**config.mk**
```make
export PLATFORM = sky130hd
export DESIGN_NAME = windowed_mean_std_core
export DESIGN_NICKNAME = d
export VERILOG_FILES = /design/src/wms_pkg.sv /design/src/wms_front.sv /design/src/wms_fifo.sv /design/src/wms_div.sv /design/src/wms_back.sv /design/src/windowed_mean_std_core.sv
export SDC_FILE = /design/constraint.sdc
export NUM_CORES = 2
export LEC_CHECK = 0
export ABC_AREA = 1
export BUFFER_PORTS_ARGS = -buffer_cell sky130_fd_sc_hd__buf_4
export CORE_MARGIN = 4
export CORE_UTILIZATION = 59
export CTS_CLUSTER_SIZE = 16
export DETAILED_ROUTE_END_ITERATION = 8
export PLACE_DENSITY = 0.78
export SLEW_MARGIN = 25
export SYNTH_ARGS = -nofsm -noshare
export SYNTH_HDL_FRONTEND = slang
export SYNTH_SLANG_ARGS = --single-unit
```
**constraint.sdc**
```tcl
create_clock -name clk_i -period 7.9 [get_ports clk_i]
set_input_delay 0.395 -clock clk_i [delete_from_list [all_inputs] [get_ports clk_i]]
set_output_delay 0.395 -clock clk_i [all_outputs]
set_load 0.01 [all_outputs]
```
**src/wms_pkg.sv**
```systemverilog
// Shared types, constants and helpers of the windowed mean / deviation block.
package wms_pkg;

  localparam int WINDOW_MAX_DEF   = 64;
  localparam int SAMPLE_WIDTH_DEF = 16;

  // window register
  localparam int              CFG_W        = 7;
  localparam logic [CFG_W-1:0] WINDOW_RESET = 7'd16;
  localparam int              WIN_REG_MAX  = 2**CFG_W - 1;

  // result fields
  localparam int MEAN_W      = 16;
  localparam int STD_W       = 16;
  localparam int FILL_W      = 7;
  localparam int OUT_TDATA_W = ((MEAN_W + STD_W + FILL_W + 7) / 8) * 8;

  // queue between front and back
  localparam int QUEUE_DEPTH = 2;

  typedef struct packed {
    logic             start;
    logic [CFG_W-1:0] win;
  } item_ctrl_t;

  typedef enum logic [2:0] {
    BK_IDLE,
    BK_READ,
    BK_SQUARE,
    BK_UPDATE,
    BK_PROD_LO,
    BK_PROD_HI,
    BK_ROOT,
    BK_DIV_STD
  } back_state_e;

  // largest sample count the window can reach
  function automatic int cnt_max(input int window_max);
    return (window_max < WIN_REG_MAX) ? window_max : WIN_REG_MAX;
  endfunction

endpackage

```
**src/wms_front.sv**
```systemverilog
// Front end: window register, window clamping and item tagging into the queue.
module wms_front #(
  parameter int WINDOW_MAX   = wms_pkg::WINDOW_MAX_DEF,
  parameter int SAMPLE_WIDTH = wms_pkg::SAMPLE_WIDTH_DEF
) (
  input  logic                                 clk_i,
  input  logic                                 rst_ni,
  input  logic                                 cfg_we_i,
  input  logic [wms_pkg::CFG_W-1:0]            cfg_wdata_i,
  input  logic                                 in_valid_i,
  input  logic [SAMPLE_WIDTH-1:0]              in_sample_i,
  input  logic                                 in_start_i,
  output logic                                 in_ready_o,
  input  logic                                 q_full_i,
  output logic                                 push_o,
  output logic [$bits(wms_pkg::item_ctrl_t)+SAMPLE_WIDTH-1:0] push_data_o
);

  localparam int CfgW   = wms_pkg::CFG_W;
  localparam int CntMax = wms_pkg::cnt_max(WINDOW_MAX);

  logic [CfgW-1:0]     window_q;
  logic [CfgW-1:0]     win_eff;
  wms_pkg::item_ctrl_t ctrl;

  always_ff @(posedge clk_i or negedge rst_ni) begin
    if (!rst_ni) begin
      window_q <= wms_pkg::WINDOW_RESET;
    end else if (cfg_we_i) begin
      window_q <= cfg_wdata_i;
    end
  end

  // zero acts as one, anything above the ring acts as the ring size
  always_comb begin
    if (window_q == '0) begin
      win_eff = CfgW'(1);
    end else if (window_q > CfgW'(CntMax)) begin
      win_eff = CfgW'(CntMax);
    end else begin
      win_eff = window_q;
    end
  end

  always_comb begin
    ctrl.start = in_start_i;
    ctrl.win   = win_eff;
  end

  assign in_ready_o  = !q_full_i;
  assign push_o      = in_valid_i && !q_full_i;
  assign push_data_o = {ctrl, in_sample_i};

endmodule

```
**src/wms_fifo.sv**
```systemverilog
// Short item queue between front end and back end.
module wms_fifo #(
  parameter int DATA_W = 24
) (
  input  logic              clk_i,
  input  logic              rst_ni,
  input  logic              push_i,
  input  logic [DATA_W-1:0] push_data_i,
  output logic              full_o,
  input  logic              pop_i,
  output logic              valid_o,
  output logic [DATA_W-1:0] pop_data_o
);

  localparam int Depth = wms_pkg::QUEUE_DEPTH;
  localparam int PtrW  = (Depth > 1) ? $clog2(Depth) : 1;
  localparam int CntW  = $clog2(Depth + 1);

  logic [DATA_W-1:0] slot_q [Depth];
  logic [PtrW-1:0]   wr_ptr_q, rd_ptr_q;
  logic [CntW-1:0]   count_q;

  function automatic logic [PtrW-1:0] next_ptr(input logic [PtrW-1:0] p);
    return (p == PtrW'(Depth - 1)) ? '0 : p + PtrW'(1);
  endfunction

  always_ff @(posedge clk_i or negedge rst_ni) begin
    if (!rst_ni) begin
      wr_ptr_q <= '0;
      rd_ptr_q <= '0;
      count_q  <= '0;
    end else begin
      if (push_i) begin
        wr_ptr_q <= next_ptr(wr_ptr_q);
      end
      if (pop_i) begin
        rd_ptr_q <= next_ptr(rd_ptr_q);
      end
      if (push_i && !pop_i) begin
        count_q <= count_q + CntW'(1);
      end else if (pop_i && !push_i) begin
        count_q <= count_q - CntW'(1);
      end
    end
  end

  always_ff @(posedge clk_i) begin
    if (push_i) begin
      slot_q[wr_ptr_q] <= push_data_i;
    end
  end

  assign full_o     = (count_q == CntW'(Depth));
  assign valid_o    = (count_q != '0);
  assign pop_data_o = slot_q[rd_ptr_q];

endmodule

```
**src/wms_div.sv**
```systemverilog
// Restoring divider, one quotient bit per cycle.
module wms_div #(
  parameter int DIVIDEND_W = 22,
  parameter int DIVISOR_W  = 7
) (
  input  logic                  clk_i,
  input  logic                  rst_ni,
  input  logic                  start_i,
  input  logic [DIVIDEND_W-1:0] dividend_i,
  input  logic [DIVISOR_W-1:0]  divisor_i,
  output logic                  busy_o,
  output logic [DIVIDEND_W-1:0] quot_o
);

  localparam int StepW = $clog2(DIVIDEND_W + 1);

  logic                  busy_q;
  logic [StepW-1:0]      step_q;
  logic [DIVIDEND_W-1:0] quo_q;
  logic [DIVISOR_W-1:0]  rem_q, dsr_q;
  logic [DIVISOR_W:0]    rem_s, rem_n;
  logic                  ge;

  // shift next dividend bit into the partial remainder
  always_comb begin
    rem_s = {rem_q, quo_q[DIVIDEND_W-1]};
    ge    = (rem_s >= {1'b0, dsr_q});
    rem_n = ge ? rem_s - {1'b0, dsr_q} : rem_s;
  end

  always_ff @(posedge clk_i or negedge rst_ni) begin
    if (!rst_ni) begin
      busy_q <= 1'b0;
      step_q <= '0;
    end else if (start_i) begin
      busy_q <= 1'b1;
      step_q <= StepW'(DIVIDEND_W);
    end else if (busy_q) begin
      step_q <= step_q - StepW'(1);
      if (step_q == StepW'(1)) begin
        busy_q <= 1'b0;
      end
    end
  end

  always_ff @(posedge clk_i) begin
    if (start_i) begin
      quo_q <= dividend_i;
      rem_q <= '0;
      dsr_q <= divisor_i;
    end else if (busy_q) begin
      quo_q <= {quo_q[DIVIDEND_W-2:0], ge};
      rem_q <= rem_n[DIVISOR_W-1:0];
    end
  end

  assign busy_o = busy_q;
  assign quot_o = quo_q;

endmodule

```
**src/wms_back.sv**
```systemverilog
// Back end: sample ring, running sums, square root, shared divider, result register.
module wms_back #(
  parameter int WINDOW_MAX   = wms_pkg::WINDOW_MAX_DEF,
  parameter int SAMPLE_WIDTH = wms_pkg::SAMPLE_WIDTH_DEF
) (
  input  logic                                 clk_i,
  input  logic                                 rst_ni,
  input  logic                                 q_valid_i,
  input  logic [$bits(wms_pkg::item_ctrl_t)+SAMPLE_WIDTH-1:0] q_data_i,
  output logic                                 q_pop_o,
  output logic                                 m_valid_o,
  input  logic                                 m_ready_i,
  output logic [wms_pkg::MEAN_W-1:0]           mean_o,
  output logic [wms_pkg::STD_W-1:0]            std_o,
  output logic [wms_pkg::FILL_W-1:0]           fill_o
);

  localparam int Sw     = SAMPLE_WIDTH;
  localparam int ItemW  = $bits(wms_pkg::item_ctrl_t) + Sw;
  localparam int CfgW   = wms_pkg::CFG_W;
  localparam int MeanW  = wms_pkg::MEAN_W;
  localparam int StdW   = wms_pkg::STD_W;
  localparam int FillW  = wms_pkg::FILL_W;
  localparam int CntMax = wms_pkg::cnt_max(WINDOW_MAX);
  localparam int CntW   = $clog2(CntMax + 1);
  localparam int LogW   = $clog2(CntMax);
  localparam int SumW   = Sw + LogW;
  localparam int SqW    = 2 * Sw - 1 + LogW;
  localparam int XsqW   = 2 * Sw;
  localparam int DiffFl = 2 * Sw + 2 * LogW - 1;
  localparam int DiffW  = (DiffFl > 64) ? 64 : DiffFl;
  localparam int DiffWE = DiffW + (DiffW % 2);
  localparam int RtW    = DiffWE / 2;
  localparam int DivW   = (SumW > RtW) ? SumW : RtW;
  localparam int HalfW  = (SumW + 1) / 2;
  localparam int HiW    = SumW - HalfW;
  localparam int PtrW   = $clog2(WINDOW_MAX);
  localparam int AddrW  = ((PtrW > CntW) ? PtrW : CntW) + 1;
  localparam int ItrW   = $clog2(RtW + 1);
  localparam int ExtW   = ((DivW + 1) > MeanW) ? DivW + 1 : MeanW;

  wms_pkg::back_state_e state_q, state_d;

  // item taken from the queue
  wms_pkg::item_ctrl_t q_ctrl, ctrl_q;
  logic signed [Sw-1:0] q_sample, x_q;

  // ring and running state
  logic signed [Sw-1:0]   ring_q [WINDOW_MAX];
  logic signed [Sw-1:0]   rd_q, y_eff;
  logic [PtrW-1:0]        wp_q, rd_addr;
  logic [AddrW-1:0]       wp_ext, held_ext, addr_w;
  logic [CntW-1:0]        held_q;
  logic signed [SumW-1:0] sum_q;
  logic [SqW-1:0]         sq_q;
  logic                   drop_q, drop_now;

  // products
  logic signed [XsqW-1:0]   xsq_full, ysq_full;
  logic [XsqW-1:0]          xsq_q, ysq_q;
  logic [CntW+SqW-1:0]      cs_full;
  logic [SumW-1:0]          mag;
  logic [SumW+HalfW-1:0]    pp_lo_full;
  logic [SumW+HiW-1:0]      pp_hi_full;
  logic [2*SumW-1:0]        pp_hi_sh;
  logic [DiffW-1:0]         cs_q, pp_q, diff_now;
  logic                     neg_q;

  // square root
  logic [DiffWE-1:0] rem_q, root_q, bit_q, trial;
  logic [ItrW-1:0]   itr_q;

  // divider and results
  logic              div_start, div_busy;
  logic [DivW-1:0]   div_dividend, div_quot;
  logic [ExtW-1:0]   q_ext, mean_full;
  logic [MeanW-1:0]  mean_res_q;
  logic              out_load, out_valid_q;
  logic [MeanW-1:0]  out_mean_q;
  logic [StdW-1:0]   out_std_q;
  logic [FillW-1:0]  out_fill_q;

  assign q_ctrl   = q_data_i[ItemW-1:Sw];
  assign q_sample = q_data_i[Sw-1:0];

  // oldest held entry sits held_q places behind the write pointer
  always_comb begin
    wp_ext   = AddrW'(wp_q);
    held_ext = AddrW'(held_q);
    if (wp_ext >= held_ext) begin
      addr_w = wp_ext - held_ext;
    end else begin
      addr_w = wp_ext + AddrW'(WINDOW_MAX) - held_ext;
    end
    rd_addr  = addr_w[PtrW-1:0];
    drop_now = (CfgW'(held_q) >= ctrl_q.win);
    y_eff    = drop_q ? rd_q : '0;
  end

  assign xsq_full   = x_q * x_q;
  assign ysq_full   = rd_q * rd_q;
  assign cs_full    = held_q * sq_q;
  assign mag        = sum_q[SumW-1] ? SumW'(-sum_q) : SumW'(sum_q);
  assign pp_lo_full = mag * mag[HalfW-1:0];
  assign pp_hi_full = mag * mag[SumW-1:HalfW];
  assign pp_hi_sh   = {pp_hi_full, {HalfW{1'b0}}};
  assign diff_now   = cs_q - (pp_hi_sh[DiffW-1:0] + pp_q);
  assign trial      = root_q + bit_q;

  assign q_ext     = ExtW'(div_quot);
  assign mean_full = neg_q ? -q_ext : q_ext;

  always_ff @(posedge clk_i or negedge rst_ni) begin
    if (!rst_ni) begin
      state_q <= wms_pkg::BK_IDLE;
    end else begin
      state_q <= state_d;
    end
  end

  always_comb begin
    state_d      = state_q;
    q_pop_o      = 1'b0;
    div_start    = 1'b0;
    div_dividend = DivW'(mag);
    out_load     = 1'b0;
    case (state_q)
      wms_pkg::BK_IDLE: begin
        if (q_valid_i) begin
          q_pop_o = 1'b1;
          state_d = wms_pkg::BK_READ;
        end
      end
      wms_pkg::BK_READ:   state_d = wms_pkg::BK_SQUARE;
      wms_pkg::BK_SQUARE: state_d = wms_pkg::BK_UPDATE;
      wms_pkg::BK_UPDATE: state_d = wms_pkg::BK_PROD_LO;
      wms_pkg::BK_PROD_LO: begin
        // mean divide runs alongside the root
        div_start = 1'b1;
        state_d   = wms_pkg::BK_PROD_HI;
      end
      wms_pkg::BK_PROD_HI: state_d = wms_pkg::BK_ROOT;
      wms_pkg::BK_ROOT: begin
        if (itr_q == '0 && !div_busy) begin
          div_start    = 1'b1;
          div_dividend = DivW'(root_q[RtW-1:0]);
          state_d      = wms_pkg::BK_DIV_STD;
        end
      end
      wms_pkg::BK_DIV_STD: begin
        if (!div_busy && (!out_valid_q || m_ready_i)) begin
          out_load = 1'b1;
          state_d  = wms_pkg::BK_IDLE;
        end
      end
      default: state_d = wms_pkg::BK_IDLE;
    endcase
  end

  always_ff @(posedge clk_i or negedge rst_ni) begin
    if (!rst_ni) begin
      wp_q        <= '0;
      held_q      <= '0;
      sum_q       <= '0;
      sq_q        <= '0;
      itr_q       <= '0;
      out_valid_q <= 1'b0;
    end else begin
      if (q_pop_o && q_ctrl.start) begin
        wp_q   <= '0;
        held_q <= '0;
        sum_q  <= '0;
        sq_q   <= '0;
      end else if (state_q == wms_pkg::BK_UPDATE) begin
        wp_q  <= (wp_q == PtrW'(WINDOW_MAX - 1)) ? '0 : wp_q + PtrW'(1);
        sum_q <= sum_q - SumW'(y_eff) + SumW'(x_q);
        sq_q  <= sq_q - SqW'(ysq_q) + SqW'(xsq_q);
        if (!drop_q) begin
          held_q <= held_q + CntW'(1);
        end
      end
      if (state_q == wms_pkg::BK_PROD_HI) begin
        itr_q <= ItrW'(RtW);
      end else if (state_q == wms_pkg::BK_ROOT && itr_q != '0) begin
        itr_q <= itr_q - ItrW'(1);
      end
      if (out_load) begin
        out_valid_q <= 1'b1;
      end else if (m_ready_i) begin
        out_valid_q <= 1'b0;
      end
    end
  end

  // sample ring
  always_ff @(posedge clk_i) begin
    if (state_q == wms_pkg::BK_UPDATE) begin
      ring_q[wp_q] <= x_q;
    end
    if (state_q == wms_pkg::BK_READ) begin
      rd_q <= ring_q[rd_addr];
    end
  end

  always_ff @(posedge clk_i) begin
    case (state_q)
      wms_pkg::BK_IDLE: begin
        if (q_pop_o) begin
          ctrl_q <= q_ctrl;
          x_q    <= q_sample;
        end
      end
      wms_pkg::BK_READ: begin
        drop_q <= drop_now;
        xsq_q  <= xsq_full;
      end
      wms_pkg::BK_SQUARE: begin
        ysq_q <= drop_q ? ysq_full : '0;
      end
      wms_pkg::BK_PROD_LO: begin
        cs_q  <= cs_full[DiffW-1:0];
        pp_q  <= DiffW'(pp_lo_full);
        neg_q <= sum_q[SumW-1];
      end
      wms_pkg::BK_PROD_HI: begin
        rem_q  <= DiffWE'(diff_now);
        root_q <= '0;
        bit_q  <= {2'b01, {(DiffWE-2){1'b0}}};
      end
      wms_pkg::BK_ROOT: begin
        if (itr_q != '0) begin
          if (rem_q >= trial) begin
            rem_q  <= rem_q - trial;
            root_q <= (root_q >> 1) + bit_q;
          end else begin
            root_q <= root_q >> 1;
          end
          bit_q <= bit_q >> 2;
        end else if (div_start) begin
          mean_res_q <= mean_full[MeanW-1:0];
        end
      end
      wms_pkg::BK_DIV_STD: begin
        if (out_load) begin
          out_mean_q <= mean_res_q;
          out_std_q  <= q_ext[StdW-1:0];
          out_fill_q <= FillW'(held_q);
        end
      end
      default: ;
    endcase
  end

  wms_div #(
    .DIVIDEND_W (DivW),
    .DIVISOR_W  (CntW)
  ) u_div (
    .clk_i      (clk_i),
    .rst_ni     (rst_ni),
    .start_i    (div_start),
    .dividend_i (div_dividend),
    .divisor_i  (held_q),
    .busy_o     (div_busy),
    .quot_o     (div_quot)
  );

  assign m_valid_o = out_valid_q;
  assign mean_o    = out_mean_q;
  assign std_o     = out_std_q;
  assign fill_o    = out_fill_q;

  a_held_range: assert property (@(posedge clk_i) disable iff (!rst_ni)
    held_q <= CntW'(CntMax))
    else $error("held count beyond window capacity");

  a_held_nonzero: assert property (@(posedge clk_i) disable iff (!rst_ni)
    state_q == wms_pkg::BK_UPDATE |=> held_q != '0)
    else $error("empty window after update");

  a_div_free: assert property (@(posedge clk_i) disable iff (!rst_ni)
    div_start |-> !div_busy)
    else $error("divider restarted while busy");

  a_root_rem: assert property (@(posedge clk_i) disable iff (!rst_ni)
    (state_q == wms_pkg::BK_ROOT && itr_q == '0) |-> rem_q <= (root_q << 1))
    else $error("square root remainder too large");

endmodule

```
**src/windowed_mean_std_core.sv**
```systemverilog
// Top level of the windowed mean and standard deviation block.
//
// Each input item carries one signed sample (Q8.8 at the default width); each
// accepted item gives exactly one result item holding the mean (truncated
// toward zero), the population standard deviation (floored) and the number of
// samples used, taken over the last window_length samples of the current
// series, or over all of them while the window is still filling. Setting
// tuser on an item starts a new series and discards the history first. The
// window register is 7 bits; 0 behaves as 1 and values above WINDOW_MAX
// behave as WINDOW_MAX. Write it only between series while the block is idle;
// a smaller window takes hold at the next series start, a larger one lets the
// window grow into it. One item at a time goes through the back end; its time
// there is set by the bit-serial square root followed by the standard-deviation
// divide on the shared one-bit-per-cycle divider; the mean divide overlaps the
// root. A two-item queue in front and a result register behind let the input
// side keep taking items while a result waits. No clearing pass is needed
// after reset: ring entries are only used after being written.
module windowed_mean_std_core #(
  parameter int WINDOW_MAX   = wms_pkg::WINDOW_MAX_DEF,
  parameter int SAMPLE_WIDTH = wms_pkg::SAMPLE_WIDTH_DEF
) (
  input  logic                                clk_i,
  input  logic                                rst_ni,
  // window_length register
  input  logic                                cfg_we_i,
  input  logic [wms_pkg::CFG_W-1:0]           cfg_wdata_i,
  // input items
  input  logic                                s_axis_tvalid,
  output logic                                s_axis_tready,
  input  logic [((SAMPLE_WIDTH+7)/8)*8-1:0]   s_axis_tdata,  // sample
  input  logic                                s_axis_tuser,  // start_series
  // result items
  output logic                                m_axis_tvalid,
  input  logic                                m_axis_tready,
  output logic [wms_pkg::OUT_TDATA_W-1:0]     m_axis_tdata   // mean, std_dev, fill
);

  localparam int ItemW = $bits(wms_pkg::item_ctrl_t) + SAMPLE_WIDTH;
  localparam int OutW  = wms_pkg::OUT_TDATA_W;

  logic             push, q_full, q_valid, q_pop;
  logic [ItemW-1:0] push_data, q_data;

  logic [wms_pkg::MEAN_W-1:0] mean;
  logic [wms_pkg::STD_W-1:0]  std_dev;
  logic [wms_pkg::FILL_W-1:0] fill;

  // front: window register, clamping, tagging
  wms_front #(
    .WINDOW_MAX   (WINDOW_MAX),
    .SAMPLE_WIDTH (SAMPLE_WIDTH)
  ) u_front (
    .clk_i       (clk_i),
    .rst_ni      (rst_ni),
    .cfg_we_i    (cfg_we_i),
    .cfg_wdata_i (cfg_wdata_i),
    .in_valid_i  (s_axis_tvalid),
    .in_sample_i (s_axis_tdata[SAMPLE_WIDTH-1:0]),
    .in_start_i  (s_axis_tuser),
    .in_ready_o  (s_axis_tready),
    .q_full_i    (q_full),
    .push_o      (push),
    .push_data_o (push_data)
  );

  // decouples accepting from computing
  wms_fifo #(
    .DATA_W (ItemW)
  ) u_queue (
    .clk_i       (clk_i),
    .rst_ni      (rst_ni),
    .push_i      (push),
    .push_data_i (push_data),
    .full_o      (q_full),
    .pop_i       (q_pop),
    .valid_o     (q_valid),
    .pop_data_o  (q_data)
  );

  // back: ring, sums, root, divides, result register
  wms_back #(
    .WINDOW_MAX   (WINDOW_MAX),
    .SAMPLE_WIDTH (SAMPLE_WIDTH)
  ) u_back (
    .clk_i     (clk_i),
    .rst_ni    (rst_ni),
    .q_valid_i (q_valid),
    .q_data_i  (q_data),
    .q_pop_o   (q_pop),
    .m_valid_o (m_axis_tvalid),
    .m_ready_i (m_axis_tready),
    .mean_o    (mean),
    .std_o     (std_dev),
    .fill_o    (fill)
  );

  // mean in the low bits, then std_dev, then fill, zero padded
  assign m_axis_tdata = OutW'({fill, std_dev, mean});

endmodule
```
==> impl_summary.md <==
Layout
The number of fill cells is 15.5k. The share of layout cells above drive strength 1 is 0.101. The final layout contains ~15k nets. In the final layout, the multi-input gates occupy roughly 63,000 um^2. The layout-stage area growth over the synthesis result is 12.3%.

The sequential cell area is about 46,000 um^2. The final standard cell count with taps included and fillers excluded is 16.0k.

Setup path
The maximum fanout along the worst path is 3. By instance count, the cell type seen most on the critical path is sky130_fd_sc_hd__inv_2. The depth of the worst register-to-register path is 47. The slack of the worst reg-to-reg path is roughly 0.077 ns.

The critical path required time is roughly 8.5 ns. The startpoint class of the critical path is a flop. The worst setup path is of the flop to flop kind.

For this run, the slowest stage of the critical path takes between 0.5 and 0.6 ns. The worst register-to-register path begins at u_back.sum_q[0]. The worst setup path is captured at a flop.

The critical path data arrival time is roughly 8.4 ns. The capture instance of the worst register-to-register path is u_back.rem_q[37]. The master of the slowest instance on the critical path is sky130_fd_sc_hd__fa_1.

Synth
After synthesis, the netlist uses 70 different library cells. The largest total area in the synthesized netlist belongs to sky130_fd_sc_hd__edfxtp_1. The average instance area after synthesis is 9.20 um^2. After synthesis, the cell types taking the most area are sky130_fd_sc_hd__edfxtp_1 37%, sky130_fd_sc_hd__fa_1 18%, sky130_fd_sc_hd__inv_1 7.6%. Of all flip-flops after synthesis, the portion carrying an async set or reset was 0.0633. The total of flip-flops plus latches after synthesis is between 1.5k and 2k.

The sequential-to-total area share from yosys stat is 0.392. The cell count after synthesis came out at between 10k and 15k. The main flop type after synthesis is sky130_fd_sc_hd__edfxtp_1. Of the post-synthesis cell area, the dominant cell type holds 0.369. The post-synth design cell area is 117,000 um^2.

The number of synthesized flops with an enable pin is 1,444. The number of synthesis warnings is 0.

Drt
The first detailed-routing pass took 9 iterations. Dividing the detail-routed via count by the number of cells gives ~6.0. In the detailed route, the total length drawn on met3 is approximately 37,000 um. Wires add up to approximately 390,000 um. The count of nets left with antenna violations after detail routing is 0. In the final routed layout, each cell accounts on average for about 24 um. The total DRC errors in the routed layout is 1.

The highest layer touched by signal routing is met5. The met2 layer wire length in the routed design is ~180,000 um. Detailed routing inserted a total of between 90k and 100k vias. The iteration-0 DRC count of the detailed router is 11.3k. The met1 routed wirelength after detailed routing is about 140,000 um.

Global routing
The first global-routing pass estimated ~580,000 um of wire. Global routing finished with a remaining overflow of 0. The initial antenna violation count was 14. The number of global-route vias before repair is between 90k and 100k. The largest net degree at the start of global routing is around 250.

For this run, the total global-route usage over all layers was measured as 0.371.

Timing
Timing would allow up to about 130 MHz. The slew at the pin with the worst max-slew slack is 1.21 ns. The clock skew after layout is between 0.1 and 0.15 ns. Setup violations remaining at the end of the flow were counted as 0. The number of hold-slack violations in the final timing report is 0. The shortest period the worst path allows is approximately 8 ns. The final count of pins violating max slew is 0. Setup repair after global routing could not meet its margin everywhere. The post-route clock period utilization is 0.990.

The relative max-transition margin is 0.191.

Run status
The run finished, with violations left. The checks that failed: design-rule violations.

Clock network
The clock buffer count from CTS is 160. The clock reaches the later pin of the worst-skew pair after just under 0.9 ns. The CTS tree is yes. Counting along the longest clock path gives a buffer depth of 3.

The total number of H-tree levels is 4. The tree built by TritonCTS fans out to ~1.5k sinks. The library cell used as clock root buffer is sky130_fd_sc_hd__clkbuf_16. The clock-pin slew on the worst setup and hold paths is around 0.070 ns.

Placement
The placed cell count is between 15k and 20k. The routability congestion estimate from global placement is between 1 and 1.5. The HPWL after detailed placement is slightly below 300,000 um.

The count of buffers added on input and output ports is roughly 70.

Floorplan
The initial utilization of the core area, before any placement, comes to 0.594. The core region is approximately 200,000 um^2. The area enclosed by the die boundary is ~200,000 um^2.

In this run the core area contains roughly 160 standard-cell rows. The I/O pin count is around 70. The die width is about 450 um.

Measured along the y axis, the die boundary spans 454 um.

Run
The number of max-cap violations is 0.

Hold path
The path category of the worst min-delay check is input pin to asynchronous set/reset pin.
==> flip-flops by register name (all words and copies together) (netlist names), 22 cells and up <==
register / flops
u_back.ring_q: 1024
u_queue.slot_q: 48
u_back.rem_q: 44
u_back.root_q: 44
u_back.cs_q: 43
u_back.sq_q: 37
u_back.pp_q: 32
u_back.xsq_q: 31
u_back.ysq_q: 31
u_back.bit_q: 22
u_back.sum_q: 22
u_back.u_div.quot_o: 22
==> critical path: cells and delay by family, from the launching register on <==
kind | cells | cell delay (ns)
adders and majority gates | 9 | 3.52
buffers and inverters | 18 | 1.47
and+or+nand+nor | 15 | 1.39
AOI/OAI and AO/OA | 3 | 0.44
DFF | 1 | 0.40
xor gates and xnor gates | 2 | 0.33
==> through the flow <==
step / setup TNS (ns) / area [um^2] / hold slack (ns) / utilization / setup WS, ns
floorplan: 0 / 117000 / 0.0994 / - / 0.0167
global placement: -5.61 / 124000 / 0.402 / 0.627 / -0.720
finish: 0 / 132000 / 0.191 / 0.667 / 0.0767
global route: -1.70 / 132000 / 0.200 / 0.667 / -0.169
detailed placement: -6.14 / 124000 / 0.405 / 0.627 / -0.638
CTS: 0 / 130000 / 0.116 / 0.658 / 0.000109
==> cell type report <==
class	instances	area share
diodes	11	0.000209
clock buffers	186	0.0311
clock inverters	108	0.0101
inverters	2412	0.0689
multi-input cells	8362	0.474
flip-flops and latches	1549	0.349
well taps	2640	0.0251
repair buffers	695	0.0415
==> metal layers <==
| metal | vias to the layer above | global-route usage |
|---|---|---|
| met1 | 46500 | 0.461 |
| li1 | 42200 | - |
| met4 | 6 | 0.226 |
| met5 | - | 0 |
| met2 | 5502 | 0.605 |
| met3 | 1150 | 0.0711 |
==> cell usage in the layout (no fill, tap or decap), types with 56 or more instances in the layout <==
cell type / instances
sky130_fd_sc_hd__a21oi_1: 489
sky130_fd_sc_hd__buf_4: 634
sky130_fd_sc_hd__clkbuf_16: 160
sky130_fd_sc_hd__dfrtp_1: 92
sky130_fd_sc_hd__edfxtp_1: 1444
sky130_fd_sc_hd__fa_1: 1038
sky130_fd_sc_hd__ha_1: 560
sky130_fd_sc_hd__inv_1: 2349
sky130_fd_sc_hd__nand2_1: 2109
sky130_fd_sc_hd__nand3_1: 405
sky130_fd_sc_hd__nand4_1: 71
sky130_fd_sc_hd__nor2_1: 1307
sky130_fd_sc_hd__nor2_2: 56
sky130_fd_sc_hd__nor3_1: 67
sky130_fd_sc_hd__o21ai_0: 956
sky130_fd_sc_hd__o21ai_1: 92
sky130_fd_sc_hd__o21bai_1: 61
sky130_fd_sc_hd__o221ai_1: 202
sky130_fd_sc_hd__o22ai_1: 93
sky130_fd_sc_hd__xnor2_1: 107
sky130_fd_sc_hd__xor2_1: 146
==> synthesized netlist by cell type (9+ instances only) <==
| cell type | instances |
|---|---|
| sky130_fd_sc_hd__o21ai_0 | 990 |
| sky130_fd_sc_hd__a21oi_1 | 528 |
| sky130_fd_sc_hd__nand2_2 | 13 |
| sky130_fd_sc_hd__o21bai_1 | 63 |
| sky130_fd_sc_hd__nor2_1 | 1384 |
| sky130_fd_sc_hd__ha_1 | 607 |
| sky130_fd_sc_hd__nor2_4 | 11 |
| sky130_fd_sc_hd__buf_2 | 59 |
| sky130_fd_sc_hd__a21boi_0 | 22 |
| sky130_fd_sc_hd__nor4_1 | 26 |
| sky130_fd_sc_hd__nand3b_1 | 18 |
| sky130_fd_sc_hd__o21ai_1 | 73 |
| sky130_fd_sc_hd__nor3_1 | 83 |
| sky130_fd_sc_hd__nand3_1 | 426 |
| sky130_fd_sc_hd__o22ai_1 | 93 |
| sky130_fd_sc_hd__nand2_1 | 2164 |
| sky130_fd_sc_hd__inv_2 | 19 |
| sky130_fd_sc_hd__fa_1 | 1044 |
| sky130_fd_sc_hd__a211oi_1 | 9 |
| sky130_fd_sc_hd__nor2_2 | 13 |
| sky130_fd_sc_hd__nand4_1 | 71 |
| sky130_fd_sc_hd__o221ai_1 | 203 |
| sky130_fd_sc_hd__or2_2 | 20 |
| sky130_fd_sc_hd__dfrtp_1 | 97 |
| sky130_fd_sc_hd__o21a_1 | 17 |
| sky130_fd_sc_hd__o211ai_1 | 35 |
| sky130_fd_sc_hd__a21o_1 | 52 |
| sky130_fd_sc_hd__xor2_1 | 157 |
| sky130_fd_sc_hd__buf_1 | 33 |
| sky130_fd_sc_hd__a31oi_1 | 48 |
| sky130_fd_sc_hd__clkbuf_1 | 340 |
| sky130_fd_sc_hd__xnor2_1 | 111 |
| sky130_fd_sc_hd__inv_1 | 2390 |
| sky130_fd_sc_hd__edfxtp_1 | 1444 |
==> cell families after synthesis <==
family                     synth area share
xor gates and xnor gates             0.0201
AOI/OAI and AO/OA                     0.106
muxes                             0.0000960
buffers and inverters                0.0926
DFF                                   0.392
and+or+nand+nor                       0.147
other                             0.0000640
adders and majority gates             0.243
==> worst max path at each step <==
stage / startpoint / to / slack [ns] / cells past startpoint
2_1_floorplan: u_back.sum_q[0] / u_back.rem_q[35] / 0.02 / 37
3_3_place_gp: u_back.sum_q[6] / u_back.rem_q[42] / -0.72 / 42
3_5_place_dp: u_back.sum_q[6] / u_back.rem_q[42] / -0.64 / 42
4_1_cts: u_back.sum_q[0] / u_back.rem_q[22] / 0.0001 / 38
5_1_grt: u_back.sum_q[0] / u_back.rem_q[37] / -0.17 / 47
6_report: u_back.sum_q[0] / u_back.rem_q[37] / 0.08 / 47
==> what timing repair did <==
item | CTS | global route
endpoints found under the hold margin | 81 | 0
hold buffers | 36 | 0
gates cloned | 0 | 0
setup endpoints to repair | 22 | 23
pin swaps | 30 | 138
resized for setup | 115 | 348
setup buffers | 7 | 19
Power is left out: the tool's default activity adds up to more than one toggle a clock period on the data nets, which glitch-free logic cannot reach.
